File: src/rtl/cpp_pkg.sv
`timescale 1ns / 1ps
// ----------------------------------------------------------------------------
// cpp_pkg
// Shared types and constants for the command packet parser: transaction
// payloads, configuration register map and byte role codes.
// ----------------------------------------------------------------------------
package cpp_pkg;

  // Configuration register indexes (byte address is 4 * index).
  localparam logic [1:0] RegStartCode   = 2'd0;
  localparam logic [1:0] RegWideCmdLow  = 2'd1;
  localparam logic [1:0] RegWideCmdHigh = 2'd2;

  // Register reset values.
  localparam logic [7:0] StartCodeRst   = 8'hE0;
  localparam logic [7:0] WideCmdLowRst  = 8'h40;
  localparam logic [7:0] WideCmdHighRst = 8'h4F;

  // Byte role codes carried in each result transaction.
  localparam logic [2:0] RoleIgnored = 3'd0;
  localparam logic [2:0] RoleStart   = 3'd1;
  localparam logic [2:0] RoleCmd     = 3'd2;
  localparam logic [2:0] RoleCount   = 3'd3;
  localparam logic [2:0] RoleLenHi   = 3'd4;
  localparam logic [2:0] RoleLenLo   = 3'd5;
  localparam logic [2:0] RoleData    = 3'd6;

  // Input transaction: one received byte.
  typedef struct packed {
    logic [7:0] rx_byte;
    logic       frame_first;
  } cpp_in_t;

  // Result transaction: the byte tagged with its place in the frame.
  typedef struct packed {
    logic [2:0]  byte_role;
    logic [7:0]  byte_value;
    logic [7:0]  command_code;
    logic [7:0]  param_index;
    logic [15:0] data_index;
    logic        wide_length;
    logic        frame_error;
    logic        frame_done;
  } cpp_out_t;

  // Current configuration, passed from the register file to the parser.
  typedef struct packed {
    logic [7:0] start_code;
    logic [7:0] wide_cmd_low;
    logic [7:0] wide_cmd_high;
  } cpp_cfg_t;

endpackage

File: src/rtl/cpp_regs.sv
`timescale 1ns / 1ps
// ----------------------------------------------------------------------------
// cpp_regs
// APB-style configuration register file: start code and the inclusive
// command range that uses sixteen-bit parameter lengths.
// ----------------------------------------------------------------------------
module cpp_regs (
  input  logic             clk_i,
  input  logic             rst_ni,
  input  logic             psel,
  input  logic             penable,
  input  logic             pwrite,
  input  logic [3:0]       paddr,
  input  logic [31:0]      pwdata,
  output logic [31:0]      prdata,
  output logic             pready,
  output cpp_pkg::cpp_cfg_t cfg_o
);
  import cpp_pkg::*;

  logic [7:0] start_code_q;
  logic [7:0] wide_low_q;
  logic [7:0] wide_high_q;
  logic       wr_en;

  assign pready = 1'b1;
  assign wr_en  = psel && penable && pwrite && pready;

  // Register writes; addresses past the map are dropped.
  always_ff @(posedge clk_i or negedge rst_ni) begin
    if (!rst_ni) begin
      start_code_q <= StartCodeRst;
      wide_low_q   <= WideCmdLowRst;
      wide_high_q  <= WideCmdHighRst;
    end else if (wr_en) begin
      unique case (paddr[3:2])
        RegStartCode:   start_code_q <= pwdata[7:0];
        RegWideCmdLow:  wide_low_q   <= pwdata[7:0];
        RegWideCmdHigh: wide_high_q  <= pwdata[7:0];
        default: ;
      endcase
    end
  end

  // Read data mux.
  always_comb begin
    unique case (paddr[3:2])
      RegStartCode:   prdata = {24'd0, start_code_q};
      RegWideCmdLow:  prdata = {24'd0, wide_low_q};
      RegWideCmdHigh: prdata = {24'd0, wide_high_q};
      default:        prdata = 32'd0;
    endcase
  end

  assign cfg_o = '{start_code: start_code_q, wide_cmd_low: wide_low_q,
                   wide_cmd_high: wide_high_q};

endmodule

File: src/rtl/cpp_core.sv
`timescale 1ns / 1ps
// ----------------------------------------------------------------------------
// cpp_core
// Frame parsing state and the single-pass per-byte update. When step_i is
// high the registered byte is classified and the parse state advances.
// ----------------------------------------------------------------------------
module cpp_core (
  input  logic               clk_i,
  input  logic               rst_ni,
  input  logic               step_i,
  input  cpp_pkg::cpp_in_t   item_i,
  input  cpp_pkg::cpp_cfg_t  cfg_i,
  output cpp_pkg::cpp_out_t  result_o
);
  import cpp_pkg::*;

  // Parse phase codes.
  localparam logic [2:0] PhIdle   = 3'd0;
  localparam logic [2:0] PhCmd    = 3'd1;
  localparam logic [2:0] PhCount  = 3'd2;
  localparam logic [2:0] PhLenHi  = 3'd3;
  localparam logic [2:0] PhLenLo  = 3'd4;
  localparam logic [2:0] PhData   = 3'd5;
  localparam logic [2:0] PhIgnore = 3'd6;

  logic [2:0]  phase_q,      phase_d;
  logic [7:0]  cmd_q,        cmd_d;
  logic [7:0]  params_left_q, params_left_d;
  logic [7:0]  param_cnt_q,  param_cnt_d;
  logic [15:0] len_left_q,   len_left_d;
  logic [15:0] data_cnt_q,   data_cnt_d;
  logic [7:0]  len_hi_q,     len_hi_d;

  logic        wide_cur;
  logic        wide_new;
  logic [7:0]  params_dec;
  logic [15:0] len_new;
  logic [15:0] len_dec;
  logic [2:0]  next_param_phase;
  logic [2:0]  role;
  logic [7:0]  pidx;
  logic [15:0] didx;
  logic        err;
  logic        done;
  logic        framed;
  logic [7:0]  b;

  assign b                = item_i.rx_byte;
  assign wide_cur         = (cmd_q >= cfg_i.wide_cmd_low) && (cmd_q <= cfg_i.wide_cmd_high);
  assign wide_new         = (cmd_d >= cfg_i.wide_cmd_low) && (cmd_d <= cfg_i.wide_cmd_high);
  assign params_dec       = params_left_q - 8'd1;
  assign len_new          = wide_cur ? {len_hi_q, b} : {8'd0, b};
  assign len_dec          = len_left_q - 16'd1;
  assign next_param_phase = wide_cur ? PhLenHi : PhLenLo;

  // Next state and result tags for the byte in the input register.
  always_comb begin
    phase_d       = phase_q;
    cmd_d         = cmd_q;
    params_left_d = params_left_q;
    param_cnt_d   = param_cnt_q;
    len_left_d    = len_left_q;
    data_cnt_d    = data_cnt_q;
    len_hi_d      = len_hi_q;
    role          = RoleIgnored;
    pidx          = 8'd0;
    didx          = 16'd0;
    err           = 1'b0;
    done          = 1'b0;

    if (item_i.frame_first) begin
      // A frame start always restarts parsing.
      cmd_d         = 8'd0;
      params_left_d = 8'd0;
      param_cnt_d   = 8'd0;
      len_left_d    = 16'd0;
      data_cnt_d    = 16'd0;
      len_hi_d      = 8'd0;
      if (b == cfg_i.start_code) begin
        role    = RoleStart;
        phase_d = PhCmd;
      end else begin
        err     = 1'b1;
        phase_d = PhIgnore;
      end
    end else begin
      unique case (phase_q)
        PhCmd: begin
          role    = RoleCmd;
          cmd_d   = b;
          phase_d = PhCount;
        end
        PhCount: begin
          role          = RoleCount;
          params_left_d = b;
          param_cnt_d   = 8'd0;
          if (b == 8'd0) begin
            done    = 1'b1;
            phase_d = PhIdle;
          end else begin
            phase_d = next_param_phase;
          end
        end
        PhLenHi: begin
          role     = RoleLenHi;
          pidx     = param_cnt_q;
          len_hi_d = b;
          phase_d  = PhLenLo;
        end
        PhLenLo: begin
          role       = RoleLenLo;
          pidx       = param_cnt_q;
          len_left_d = len_new;
          data_cnt_d = 16'd0;
          if (len_new == 16'd0) begin
            // Empty parameter closes at once.
            params_left_d = params_dec;
            param_cnt_d   = param_cnt_q + 8'd1;
            done          = (params_dec == 8'd0);
            phase_d       = (params_dec == 8'd0) ? PhIdle : next_param_phase;
          end else begin
            phase_d = PhData;
          end
        end
        PhData: begin
          role       = RoleData;
          pidx       = param_cnt_q;
          didx       = data_cnt_q;
          data_cnt_d = data_cnt_q + 16'd1;
          len_left_d = len_dec;
          if (len_dec == 16'd0) begin
            params_left_d = params_dec;
            param_cnt_d   = param_cnt_q + 8'd1;
            done          = (params_dec == 8'd0);
            phase_d       = (params_dec == 8'd0) ? PhIdle : next_param_phase;
          end
        end
        default: ; // idle or dropping the rest of a bad frame
      endcase
    end
  end

  assign framed = (role >= RoleCmd);

  assign result_o = '{
    byte_role:    role,
    byte_value:   b,
    command_code: framed ? cmd_d : 8'd0,
    param_index:  pidx,
    data_index:   didx,
    wide_length:  framed && wide_new,
    frame_error:  err,
    frame_done:   done
  };

  // Parse state registers.
  always_ff @(posedge clk_i or negedge rst_ni) begin
    if (!rst_ni) begin
      phase_q       <= PhIdle;
      cmd_q         <= 8'd0;
      params_left_q <= 8'd0;
      param_cnt_q   <= 8'd0;
      len_left_q    <= 16'd0;
      data_cnt_q    <= 16'd0;
      len_hi_q      <= 8'd0;
    end else if (step_i) begin
      phase_q       <= phase_d;
      cmd_q         <= cmd_d;
      params_left_q <= params_left_d;
      param_cnt_q   <= param_cnt_d;
      len_left_q    <= len_left_d;
      data_cnt_q    <= data_cnt_d;
      len_hi_q      <= len_hi_d;
    end
  end

endmodule

File: src/rtl/command_packet_parser.sv
`timescale 1ns / 1ps
// ----------------------------------------------------------------------------
// command_packet_parser
// Tags each byte of a host command frame with its role, parameter index
// and data index, using a configurable start code and wide-length range.
// ----------------------------------------------------------------------------
// Pipeline: an accepted byte waits in the input register, and its result
// is offered from the result register once that register is free.
// Throughput: one byte per cycle unless the result stalls; the per-byte
// parse state update is a single combinational pass between the two registers.
// Reset: rst_ni clears the pipeline and the parse state to idle, and
// loads the registers with start code 0xE0 and wide range 0x40..0x4F.
// ----------------------------------------------------------------------------
module command_packet_parser (
  input  logic              clk_i,
  input  logic              rst_ni,
  input  logic              in_valid_i,
  output logic              in_ready_o,
  input  cpp_pkg::cpp_in_t  in_data_i,
  output logic              out_valid_o,
  input  logic              out_ready_i,
  output cpp_pkg::cpp_out_t out_data_o,
  input  logic              psel,
  input  logic              penable,
  input  logic              pwrite,
  input  logic [3:0]        paddr,
  input  logic [31:0]       pwdata,
  output logic [31:0]       prdata,
  output logic              pready
);
  import cpp_pkg::*;

  cpp_cfg_t cfg;
  cpp_in_t  in_q;
  cpp_out_t res;
  cpp_out_t out_q;
  logic     in_valid_q;
  logic     out_valid_q;
  logic     advance;

  cpp_regs u_regs (
    .clk_i   (clk_i),
    .rst_ni  (rst_ni),
    .psel    (psel),
    .penable (penable),
    .pwrite  (pwrite),
    .paddr   (paddr),
    .pwdata  (pwdata),
    .prdata  (prdata),
    .pready  (pready),
    .cfg_o   (cfg)
  );

  // Move the registered byte into the result register when it is free.
  assign advance    = in_valid_q && (!out_valid_q || out_ready_i);
  assign in_ready_o = !in_valid_q || advance;

  cpp_core u_core (
    .clk_i    (clk_i),
    .rst_ni   (rst_ni),
    .step_i   (advance),
    .item_i   (in_q),
    .cfg_i    (cfg),
    .result_o (res)
  );

  // Input register.
  always_ff @(posedge clk_i or negedge rst_ni) begin
    if (!rst_ni) begin
      in_valid_q <= 1'b0;
    end else if (in_ready_o) begin
      in_valid_q <= in_valid_i;
    end
  end

  always_ff @(posedge clk_i) begin
    if (in_ready_o && in_valid_i) begin
      in_q <= in_data_i;
    end
  end

  // Result register.
  always_ff @(posedge clk_i or negedge rst_ni) begin
    if (!rst_ni) begin
      out_valid_q <= 1'b0;
    end else if (advance) begin
      out_valid_q <= 1'b1;
    end else if (out_ready_i) begin
      out_valid_q <= 1'b0;
    end
  end

  always_ff @(posedge clk_i) begin
    if (advance) begin
      out_q <= res;
    end
  end

  assign out_valid_o = out_valid_q;
  assign out_data_o  = out_q;

  // A full pipeline with a stalled result must hold off new transactions.
  assert property (@(posedge clk_i) disable iff (!rst_ni)
    (in_valid_q && out_valid_q && !out_ready_i) |-> !in_ready_o)
    else $error("input accepted while pipeline is full and stalled");

  // A new result only appears after a byte sat in the input register.
  assert property (@(posedge clk_i) disable iff (!rst_ni)
    $rose(out_valid_o) |-> $past(in_valid_q))
    else $error("result produced without a registered byte");

  // Only a count, length low or data byte can complete a frame.
  assert property (@(posedge clk_i) disable iff (!rst_ni)
    (out_valid_o && out_data_o.frame_done) |->
      (out_data_o.byte_role == RoleCount || out_data_o.byte_role == RoleLenLo ||
       out_data_o.byte_role == RoleData))
    else $error("frame completed on a byte of the wrong role");

  // An error is only flagged on an ignored byte.
  assert property (@(posedge clk_i) disable iff (!rst_ni)
    (out_valid_o && out_data_o.frame_error) |->
      (out_data_o.byte_role == RoleIgnored && !out_data_o.frame_done))
    else $error("frame error flagged on a parsed byte");

endmodule
File: config.mk
export PLATFORM = sky130hd
export DESIGN_NAME = command_packet_parser
export DESIGN_NICKNAME = d
export VERILOG_FILES = /design/src/rtl/cpp_pkg.sv /design/src/rtl/cpp_regs.sv /design/src/rtl/cpp_core.sv /design/src/rtl/command_packet_parser.sv
export SDC_FILE = /design/constraint.sdc
export NUM_CORES = 1
export LEC_CHECK = 0
export BUFFER_PORTS_ARGS = -buffer_cell sky130_fd_sc_hd__buf_4
export CAP_MARGIN = 5
export CORE_MARGIN = 8
export CORE_UTILIZATION = 43
export CTS_BUF_LIST = sky130_fd_sc_hd__clkbuf_4 sky130_fd_sc_hd__clkbuf_8 sky130_fd_sc_hd__clkbuf_16
export CTS_CLUSTER_DIAMETER = 100
export CTS_CLUSTER_SIZE = 10
export DETAILED_ROUTE_END_ITERATION = 12
export SKIP_CTS_REPAIR_TIMING = 1
export SLEW_MARGIN = 15
export SYNTH_ARGS = -nofsm -noshare
export SYNTH_HDL_FRONTEND = slang
export SYNTH_SLANG_ARGS = --single-unit
File: constraint.sdc
create_clock -name clk_i -period 5.2 [get_ports clk_i]
set_input_delay 0.78 -clock clk_i [delete_from_list [all_inputs] [get_ports clk_i]]
set_output_delay 0.78 -clock clk_i [all_outputs]
set_load 0.01 [all_outputs]
Word level (Yosys, flattened, before mapping)
Cells that the tools add are included.
{"block": "classes", "addsub": 4, "magnitude_cmp": 5, "eq_ne": 10, "muxes": 36, "bitwise": 2, "reduce_logical": 31}
{"cell": "8-bit two-way mux", "n": 10}
{"cell": "8-bit case mux with 3 select lines", "n": 3}
{"cell": "16-bit case mux with 2 select lines", "n": 2}
{"cell": "16-bit two-way mux", "n": 3}
{"cell": "16-bit logical NOT", "n": 2}
{"cell": "3-bit case mux with 5 select lines", "n": 2}
{"cell": "3-bit two-way mux", "n": 8}
{"cell": "16-bit by 1-bit adder with 16-bit output, second input constant", "n": 1}
{"cell": "8-bit greater-or-equal comparator", "n": 2}
{"cell": "8-bit <= comparator", "n": 2}
{"cell": "8-bit logical NOT", "n": 2}
{"cell": "16-bit by 1-bit subtractor with 16-bit output, second input constant", "n": 1}
{"cell": "2-bit AND reduction", "n": 5}
{"cell": "8-bit by 1-bit adder with 8-bit output, second input constant", "n": 1}
{"cell": "8-bit == test", "n": 1}
{"cell": "8-bit by 1-bit subtractor with 8-bit output, second input constant", "n": 1}
{"cell": "1-bit logical AND", "n": 7}
{"cell": "1-bit two-way mux", "n": 7}
{"cell": "3-bit by 2-bit == test with 1-bit output, second input constant", "n": 2}
{"cell": "3-bit == test, second input constant", "n": 2}
{"cell": "3-bit by 2-bit inequality test with 1-bit output, second input constant", "n": 2}
{"cell": "6-bit nonzero test", "n": 1}
{"cell": "4-bit AND reduction", "n": 1}
{"cell": "2-bit nonzero test", "n": 2}
{"cell": "other kinds (14)", "n": 18}
{"block": "totals", "register_bits": 148, "output_inout_bits": 81, "word_cells": 110}

Longest topological paths before layout
{"block": "logic_depth", "word_depth": 7, "ltp_mapped": 15}

Hierarchy
A second synthesis with hierarchy kept.
{"block": "hier_totals", "hier_cells": 834, "hier_area_um2": 8441.8}
{"module": "cpp_core", "instances": 1, "cells_each": 663, "area_each_um2": 5341.4}
{"module": "command_packet_parser", "instances": 1, "cells_each": 63, "area_each_um2": 1755.4}
{"module": "cpp_regs", "instances": 1, "cells_each": 108, "area_each_um2": 1345.0}

Worst setup path before layout
No wires, ideal clock.
{"block": "synth_timing", "path_kind": "input-to-reg", "startpoint": "in out_ready_i", "endpoint": "reg out_q (netlist bit out_data_o[0]), enable pin", "setup_ns": 0.428, "arrival_time_ns": 2.599, "required_ns": 4.772, "path_slack_ns": 2.172, "cell_stages": 4, "n_path_buf": 1, "cell_sequence": "nand2b_1 > nand2_1 > inv_1 > clkbuf_1"}
{"block": "synth_via", "elab_chain_len": 2}
{"item": "from (decl)", "line_no": "command_packet_parser.sv:21", "rtl": "input logic out_ready_i,"}
{"item": "1-bit logical OR", "line_no": "command_packet_parser.sv:55", "rtl": "assign advance = in_valid_q && (!out_valid_q || out_ready_i);"}
{"item": "1-bit logical AND", "line_no": "command_packet_parser.sv:55"}
{"item": "via advance", "line_no": "command_packet_parser.sv:39", "rtl": "logic advance;"}
{"item": "to (signal assigned)", "line_no": "command_packet_parser.sv:95", "rtl": "out_q <= res;"}
{"item": "to (decl)", "line_no": "command_packet_parser.sv:36", "rtl": "cpp_out_t out_q;"}
The timed path passes the listed nets, and every way through them passes these cells.
A chain may end at the register's enable or synchronous reset.

==> run metrics <==
clk_skew=9.77 ps; Total Routing Usage GR=16.9%; Clock Pin Slew Worst Setup and Hold Paths=60 ps; flop2flop setup slack=1670 ps; Syn Std Cell Area=8070 µm²; CP Data Required Time=5370 ps; Avg Inst Size Synth=10.0 µm²; crit path max fanout=18; CP max-delay cell=nor2_1; Clock Latency Late Sink=420 ps; initial antenna violation count=0; Yosys reg bits=148; Syn Inst Count=803; Num CTS Buffers=17; CP Launch Point=u_core.phase_q[0]; clock tree buffer depth=2; Comb pwr share=29.7%; Setup crit end kind=register; CP endpoint=out_data_o[2]; Post-Place Worst Slack=1710 ps; synth warn=0; critical path arrival=3700 ps; diode count=0; Tot Pwr=4.00 mW; pwr dens=428 nW/µm²; Clock Power Share=29.0%; leading area contributor after synthesis=dfrtp_1; Via density=5.42; Root Driver=clkbuf_16; drt wl/cell=17.4 µm; worst reg2reg endpoint=out_data_o[2]; Worst Setup Start Kind=register; final wirelength=19600 µm; first-pass GRT wire length=31800 µm; RSZ-0062 raised after global routing=no; Yosys cell types=69; switching share of power=35.9%; CP max stage delay=700 ps; Detail Route Antenna Nets=0; drt pass-1 iters=5; Placed Instances=1096; Vias=6111; DRC=0; Final Cycle Share=67.9%; htree depth=4; TritonCTS clock tree=done; worst r2r src=u_core.phase_q[0]; sequential area share after synthesis=49.5%; sw power=1.44 mW; Die Width=153 µm; GP Congestion=0.855; total gr overflow=0; Worst Hold Class=input port to asynchronous set/reset pin; share of cells above drive strength 1=18.1%; row cnt=50; DR iter-0 viols=444; Post-synth EDFFs=55; design area=9360 µm²; Ports=133; Initial Utilization=43.4%; TNS Setup=0 ps; port bufs=81; Final Max Tran Viols=0; Die Y-Extent=153 µm; fin nets=971; VDD IR-drop max=0.000269 V; fin cells=1128; Synth area leaders=dfrtp_1 26%, edfxtp_1 20%, ha_1 5.9%; Static Leak=4.05 nW; Tmin final=3530 ps; top-area cell type share of the netlist area=26.1%; core area=18600 µm²; max frequency=0.283 GHz; headroom to the max-slew limit=34.5%; largest net degree at the start of global routing=57; dpl cell area=8800 µm²; Post-synth top flop=dfrtp_1; clock sink total=148; max-cap violations=0; sequential power share=41.3%; cell-internal power=2.57 mW; final hold vios=0; vias in the first global route=6005; crit path kind=register to register; HPWL after DPL=13900 µm; Final setup viols=0; Post-synth ARST share=62.8%; die footprint=23400 µm²; Least-Margin Pin Slew=982 ps; status=finished clean; final worst setup slack=1670 ps; worst-path cell chain=nand2_1, nor2_1, mux2i_1, nor2_1, inv_1, ha_1, nand2b_1, a21o_1, a21o_1, a21oi_1, nor2b_1, o21ai_0, a21oi_1; area grow syn2layout=16.0%; R2R cell count=13
[sequential cells by signal, summed over array words and instances (netlist names), 3 cells and up]
register,cells
u_core.param_cnt_q,8
u_core.data_cnt_q,16
u_regs.wide_low_q,8
in_q,9
u_regs.wide_high_q,8
u_core.phase_q,3
u_core.params_left_q,8
u_regs.start_code_q,8
out_data_o,46
u_core.cmd_q,8
u_core.len_hi_q,8
u_core.len_left_q,16
[through the flow]
step	hold slack [ps]	util (%)
after global routing	486	50.4
after CTS	460	50.3
final	439	50.4
after global placement	473	47.4
after detailed placement	488	47.4
after floorplan	457	-
[worst max-delay path: cells and delay by family, from the launching register on]
kind,cells,cell delay [ps]
simple gates,5,1300
mux,1,170
buf+inv,1,120
compound gates,5,750
fa+ha+maj,1,270
flops,1,690
[routing by layer]
| layer | vias up | part of all wire, % | wire length [µm] | track usage, % |
|---|---|---|---|---|
| met5 | - | 0 | 0 | 0 |
| met4 | 0 | 1.3 | 259 | 5.14 |
| met3 | 17 | 5.0 | 983 | 4.06 |
| met2 | 150 | 45 | 8830 | 26.1 |
| met1 | 2958 | 49 | 9560 | 23.0 |
| li1 | 2986 | - | - | - |
[cells by family (layout without fill, tap and decap cells)]
group | count (synthesis) | in the layout | synth area share, %
other cells | 2 | 25 | 0.0931
mux | 37 | 37 | 4.89
compound gates | 175 | 175 | 13.0
flops | 148 | 148 | 49.5
fa+ha+maj | 38 | 38 | 5.89
buf+inv | 79 | 147 | 5.09
xor+xnor | 18 | 18 | 1.95
simple gates | 306 | 306 | 19.7
[worst min-delay path by stage]
stage	to	slack, ps
2_1_floorplan	out_valid_o	460
3_3_place_gp	out_valid_o	470
4_1_cts	u_regs.wide_low_q[5]	460
5_1_grt	u_regs.wide_high_q[5]	490
6_report	u_regs.wide_low_q[5]	440
3_5_place_dp	out_valid_o	490
[Yosys cell counts (all sizes together) (3+ instances only)]
| cell | n |
|---|---|
| clkbuf | 21 |
| o211ai | 5 |
| and2 | 34 |
| nand2 | 99 |
| xor2 | 4 |
| mux2i | 18 |
| dfstp | 9 |
| buf | 32 |
| nor3 | 18 |
| or4 | 5 |
| ha | 38 |
| nand2b | 13 |
| o21ai | 86 |
| nor2b | 10 |
| inv | 25 |
| nor4b | 3 |
| and3 | 10 |
| nand4b | 3 |
| xnor2 | 14 |
| dfrtp | 84 |
| a21oi | 39 |
| nand3b | 3 |
| mux2 | 19 |
| a221o | 6 |
| a21o | 8 |
| a31oi | 4 |
| or3 | 11 |
| or2 | 3 |
| o31ai | 5 |
| nor4 | 7 |
| o22a | 4 |
| edfxtp | 55 |
| nand4 | 14 |
| nor2 | 55 |
| nand3 | 13 |
[layout make-up]
class | count | area, µm²
Timing Repair Buffer | 89 | 668
Clock buffer | 19 | 440
Inverter | 26 | 97.6
Multi-Input combinational cell | 599 | 3760
Fill cell | 1745 | 9220
Sequential cell | 148 | 3990
Clock inverter | 13 | 109
Tap cell | 234 | 293
[cell usage in the layout, fill, tap and decap left out, types with 4 or more instances in the layout]
cell / instances
nor2b_1: 10
a21oi_1: 39
a221o_1: 6
clkbuf_16: 17
nand4_1: 14
a21o_1: 8
o21ai_0: 84
edfxtp_1: 55
mux2_2: 19
mux2i_1: 18
nand3_1: 13
dfrtp_1: 84
nand2b_1: 12
conb_1: 25
o22a_1: 4
clkinv_1: 4
xnor2_1: 14
nor4_1: 6
nor2_1: 54
nor3_1: 17
and2_1: 33
ha_1: 38
o31ai_1: 5
xor2_1: 4
or4_1: 5
and3_1: 10
or3_1: 11
dfstp_2: 9
inv_1: 24
nand2_1: 99
buf_4: 89
o211ai_1: 5
[power by group through the flow]
stage / clock network, mW / registers (mW) / logic (mW)
6_report: 1.16 / 1.65 / 1.19
5_1_grt: 1.22 / 1.68 / 1.35
4_1_cts: 1.18 / 1.65 / 1.19
3_5_place_dp: 0 / 1.67 / 1.19
3_3_place_gp: 0 / 1.66 / 1.17
2_1_floorplan: 0 / 1.59 / 0.905
No activity file was read; power rests on OpenSTA's default activity.
